**config.mk**
```make
export PLATFORM = sky130hd
export DESIGN_NAME = bsc_div_pipe
export DESIGN_NICKNAME = d
export VERILOG_FILES = /design/src/rtl/bsc_pkg.sv /design/src/rtl/bsc_div_pipe.sv
export SDC_FILE = /design/constraint.sdc
export NUM_CORES = 2
export LEC_CHECK = 0
export BUFFER_PORTS_ARGS = -buffer_cell sky130_fd_sc_hd__buf_2
export CAP_MARGIN = 40
export CORE_ASPECT_RATIO = 0.7
export CORE_MARGIN = 8
export CORE_UTILIZATION = 63
export DETAILED_ROUTE_END_ITERATION = 7
export PLACE_DENSITY = 0.79
export SETUP_SLACK_MARGIN = 0.15
export SYNTH_ARGS = -nofsm -noshare
export SYNTH_HDL_FRONTEND = slang
export SYNTH_SLANG_ARGS = --single-unit
```
**constraint.sdc**
```tcl
create_clock -name clk -period 5.3 [get_ports clk]
set_input_delay 0.53 -clock clk [delete_from_list [all_inputs] [get_ports clk]]
set_output_delay 0.53 -clock clk [all_outputs]
set_load 0.01 [all_outputs]
```
**src/rtl/bsc_pkg.sv**
```systemverilog
// Shared types, constants and helpers for the barometric compensation block.
package bsc_pkg;

  localparam int DIV_W = 32;
  // register stages from a start transfer to the result strobe
  localparam int LATENCY = 17 + 2 * DIV_W;

  typedef enum logic [2:0] {
    REG_A1     = 3'd0,
    REG_A2     = 3'd1,
    REG_A3     = 3'd2,
    REG_A4     = 3'd3,
    REG_A5_A6  = 3'd4,
    REG_B1     = 3'd5,
    REG_B2     = 3'd6,
    REG_MC_MD  = 3'd7
  } reg_index_t;

  // per-item payload carried down the pipe; a..d are working words
  typedef struct packed {
    logic [18:0] up;
    logic [15:0] temp;
    logic        fault;
    logic        flag;
    logic [31:0] a;
    logic [31:0] b;
    logic [31:0] c;
    logic [31:0] d;
  } item_t;

  localparam logic [31:0] K_B6_OFS = 32'd4000;
  localparam logic [31:0] K_HALF   = 32'd32768;
  localparam logic [31:0] K_P1     = 32'd3038;
  localparam logic [31:0] K_P2     = 32'hFFFF_E343; // -7357
  localparam logic [31:0] K_P3     = 32'd3791;

  function automatic logic [31:0] asr(input logic [31:0] v, input int unsigned s);
    return 32'($signed(v) >>> s);
  endfunction

  function automatic logic [31:0] sx16(input logic [15:0] v);
    return {{16{v[15]}}, v};
  endfunction

endpackage

```
**src/rtl/bsc_div_pipe.sv**
```systemverilog
// Pipelined restoring unsigned divider, one quotient bit per stage.
module bsc_div_pipe import bsc_pkg::*; #(
  parameter int W      = 32,
  parameter int SIDE_W = 8
) (
  input  logic              clk,
  input  logic              rst,
  input  logic              in_valid,
  input  logic [W-1:0]      num,
  input  logic [W-1:0]      den,
  input  logic [SIDE_W-1:0] in_side,
  output logic              out_valid,
  output logic [W-1:0]      quo,
  output logic [SIDE_W-1:0] out_side
);

  logic [W-1:0]      rem_q [W];
  logic [W-1:0]      quo_q [W];
  logic [W-1:0]      den_q [W];
  logic [SIDE_W-1:0] side_q [W];
  logic              vld_q [W];

  for (genvar i = 0; i < W; i++) begin : g_stage
    logic [W-1:0]      r_in, q_in, d_in;
    logic [SIDE_W-1:0] s_in;
    logic              v_in;
    logic [W:0]        trial;

    if (i == 0) begin : g_first
      assign r_in = '0;
      assign q_in = num;
      assign d_in = den;
      assign s_in = in_side;
      assign v_in = in_valid;
    end else begin : g_next
      assign r_in = rem_q[i-1];
      assign q_in = quo_q[i-1];
      assign d_in = den_q[i-1];
      assign s_in = side_q[i-1];
      assign v_in = vld_q[i-1];
    end

    assign trial = {r_in, q_in[W-1]} - {1'b0, d_in};

    always_ff @(posedge clk) begin
      if (rst) begin
        vld_q[i] <= 1'b0;
      end else begin
        vld_q[i] <= v_in;
      end
    end

    always_ff @(posedge clk) begin
      rem_q[i]  <= trial[W] ? {r_in[W-2:0], q_in[W-1]} : trial[W-1:0];
      quo_q[i]  <= {q_in[W-2:0], ~trial[W]};
      den_q[i]  <= d_in;
      side_q[i] <= s_in;
    end
  end

  assign out_valid = vld_q[W-1];
  assign quo       = quo_q[W-1];
  assign out_side  = side_q[W-1];

endmodule

```
==> impl_metrics.ini <==
[run_status]
outcome = complete, no violations

[cts]
cts_sinks = 3296
cts_tree = built
clk_latency_ns = 0.86
postCtsResizedCells = 0
clkTransAtPathRegs_ns = 0.06
htree_levels = 5
cts-hold-fix-buffers = 73
post-cts-setup-buffer-count = 0
numCtsBuffers = 303
cts-root-buf = clkbuf_16
cts.path.max_buffers = 4

[floorplan]
dieArea_mm2 = 0.223
dieWidth_um = 562
fp.dieH_um = 398
core-area_mm2 = 0.208
fp-row-count = 140
ios = 116
start_util_pct = 63.2

[timing]
hold_viol_final = 0
tns_ns = 0
period_needed_ns = 4.67
finalClockSkew_ns = 0.0518
setup_viol = 0
slew_headroom_pct = 31.0
finalCritPeriodShare_pct = 88.0
drv_slew = 0
tightest_slew_ns = 1.02
finalWorstSetupSlack_ns = 0.634
whs_ns = 0.149
max_freq_mhz = 214
rsz0062_at_grt = false

[routing]
vias = 91100
wire_per_inst_um = 19.7
routed_wl_um = 313000
routed_via_density = 5.73
drc_errors = 0
first_pass_iters = 6
drtIter0Drc = 8051
ant_nets = 0

[global_routing]
grt_max_degree = 59
antenna_found_initial = 15
gr-usage-all-layers_pct = 27.1
grt_pass1_vias = 90200
grt_pass1_wl_um = 495000
overflow = 0

[synth]
synth.distinct_cells = 94
ys_warn_count = 0
synthArstFlopShare_pct = 0
synthesis.area_mm2 = 0.131
synth-edff-count = 0
ys_seq_area_share_pct = 50.3
synthCells = 12700
synth-main-ff-cell = dfxtp_1
synth.ff_latch_count = 3296
synth_area_per_cell_um2 = 10.4

[pwr]
p_int_mw = 68.1
switchingPower_mw = 40.9
pwr-share-seq_pct = 33.1
clockPowerShare_pct = 20.6
switching_share_pct = 37.5
p_per_area_mw_per_mm2 = 748
power.share.combinational_pct = 46.4
vdd_ir_drop_max_uv = 419
leakagePower_nw = 67.1
power_mw = 109

[place]
dp_cells = 15300
pre_cts_ws_ns = 0.742
io_buffers = 115
dpl-instance-area_mm2 = 0.135
hpwlAfterDp_um = 236000
place_congestion = 0.944

[finish]
layout-drive-gt1-share_pct = 11.5
final_util_pct = 70.2
layout_common_cells = 3296 x dfxtp_1, 1206 x inv_1, 993 x ha_1
stdcell_count = 15900
final_common_cell = dfxtp_1
areaGrowthSynthToFinish_pct = 11.1
final_nets = 14000
post-route-cell-area_mm2 = 0.146

[critical_path]
cp.arrival_ns = 5.34
path_cells = inv_1 > ha_1 > nor2b_1 > o21ai_0 > a21boi_1 > o22a_1 > a221oi_2 > o21ai_1 > a311o_1 > a21oi_1 > xor2_4 > mux2i_1
reg2reg_slack_ns = 0.63
crit_slowest_cell = mux2i_1
cp_max_fo = 11
endpoint_kind = register
crit_type = register to register
critical_path.max_stage_delay_ns = 0.72
crit_required_ns = 5.97
start_kind = register

[worst_hold_path]
hp-class = input pin to register

[run]
cap_violations = 0
layout make-up:
type,instances,area [um^2]
diodes,1,2.50
clock inverters,148,1950
repair buffers,243,1750
flip-flops and latches,3296,66000
inverters,1207,4530
clock buffers,384,8350
multi-input cells,7851,59700
fillers,15000,61800
well taps,2769,3460
state kept, by name, indices dropped and copies added, names as in the netlist:
| register | cells |
|---|---|
| rem_q | 992 |
| quo_q | 1024 |
| den_q | 992 |
| side_q | 256 |
| vld_q | 32 |
cell families (layout without fill, tap and decap cells):
| logic type | count (synthesis) | count (layout) | share of synthesized area [%] |
|---|---|---|---|
| AND/OR/NAND/NOR | 2193 | 2193 | 8.20 |
| XOR/XNOR | 806 | 806 | 5.38 |
| other | 1 | 16 | 0.00286 |
| adder cells (fa/ha/maj) | 1023 | 1023 | 9.92 |
| multiplexers | 834 | 834 | 7.09 |
| flip-flops | 3296 | 3296 | 50.3 |
| buffers and inverters | 1543 | 1982 | 4.52 |
| AO/OA/AOI/OAI | 2980 | 2980 | 14.6 |
metal layers:
layer,part of all wire [%],track usage [%],vias to the layer above
li1,-,-,44400
met3,6.3,4.22,588
met4,2.7,7.42,8
met2,44,42.9,2775
met1,47,38.7,43300
met5,0.017,0,-
cells in the mapped netlist, types with 28 or more instances:
cell type / count / share of area [%]
nand2_1: 660 / 1.9
a2111oi_0: 35 / 0.23
o21bai_1: 77 / 0.44
nor3_1: 82 / 0.31
o31ai_1: 78 / 0.45
mux2_2: 729 / 6.3
nor2b_1: 163 / 0.78
and3_1: 85 / 0.41
clkbuf_1: 260 / 0.74
o31a_1: 30 / 0.20
xor2_1: 292 / 1.9
a21oi_1: 888 / 3.4
o21ai_0: 631 / 2.4
ha_1: 993 / 9.5
a31oi_1: 89 / 0.42
o211ai_1: 56 / 0.32
a311oi_1: 35 / 0.23
and2_1: 39 / 0.19
dfxtp_1: 3296 / 50
buf_2: 62 / 0.24
xnor2_1: 513 / 3.4
nand3_1: 211 / 0.80
mux2_1: 34 / 0.29
nand4_1: 124 / 0.59
a21boi_0: 29 / 0.17
mux2i_1: 71 / 0.54
nor4_1: 34 / 0.16
a21o_1: 487 / 2.8
fa_1: 30 / 0.46
a221o_1: 28 / 0.21
o21a_1: 152 / 0.87
or2_2: 32 / 0.15
nor2_1: 482 / 1.4
nand2b_1: 134 / 0.64
inv_1: 1206 / 3.4
a211oi_1: 51 / 0.29
final timing paths:
kind                    startpoint                     end  depth (start not counted)
max          den_q[0][130]$_DFF_P_   rem_q[0][161]$_DFF_P_                         12
min                            rst  vld_q[3][7]$_SDFF_PP0_                          2
max reg2reg  den_q[0][130]$_DFF_P_   rem_q[0][161]$_DFF_P_                         12
min reg2reg  side_q[1][80]$_DFF_P_   side_q[1][88]$_DFF_P_                          0
power groups by stage:
stage               sequential [mW]  combinational, mW  clock, mW
floorplan                      34.3               39.0          0
global placement               36.4               48.0          0
detailed placement             36.4               49.2          0
CTS                            36.0               49.9       22.8
global route                   36.5               55.4       23.9
finish                         36.0               50.5       22.4
critical path, delay by kind of cell (launching register included):
| kind | cells | cell delay (ns) |
|---|---|---|
| AO/OA/AOI/OAI | 7 | 2.18 |
| multiplexers | 1 | 0.72 |
| flip-flops | 1 | 0.54 |
| XOR/XNOR | 1 | 0.47 |
| adder cells (fa/ha/maj) | 1 | 0.34 |
| AND/OR/NAND/NOR | 1 | 0.16 |
| buffers and inverters | 1 | 0.09 |
No activity file was read; power rests on OpenSTA's default activity.
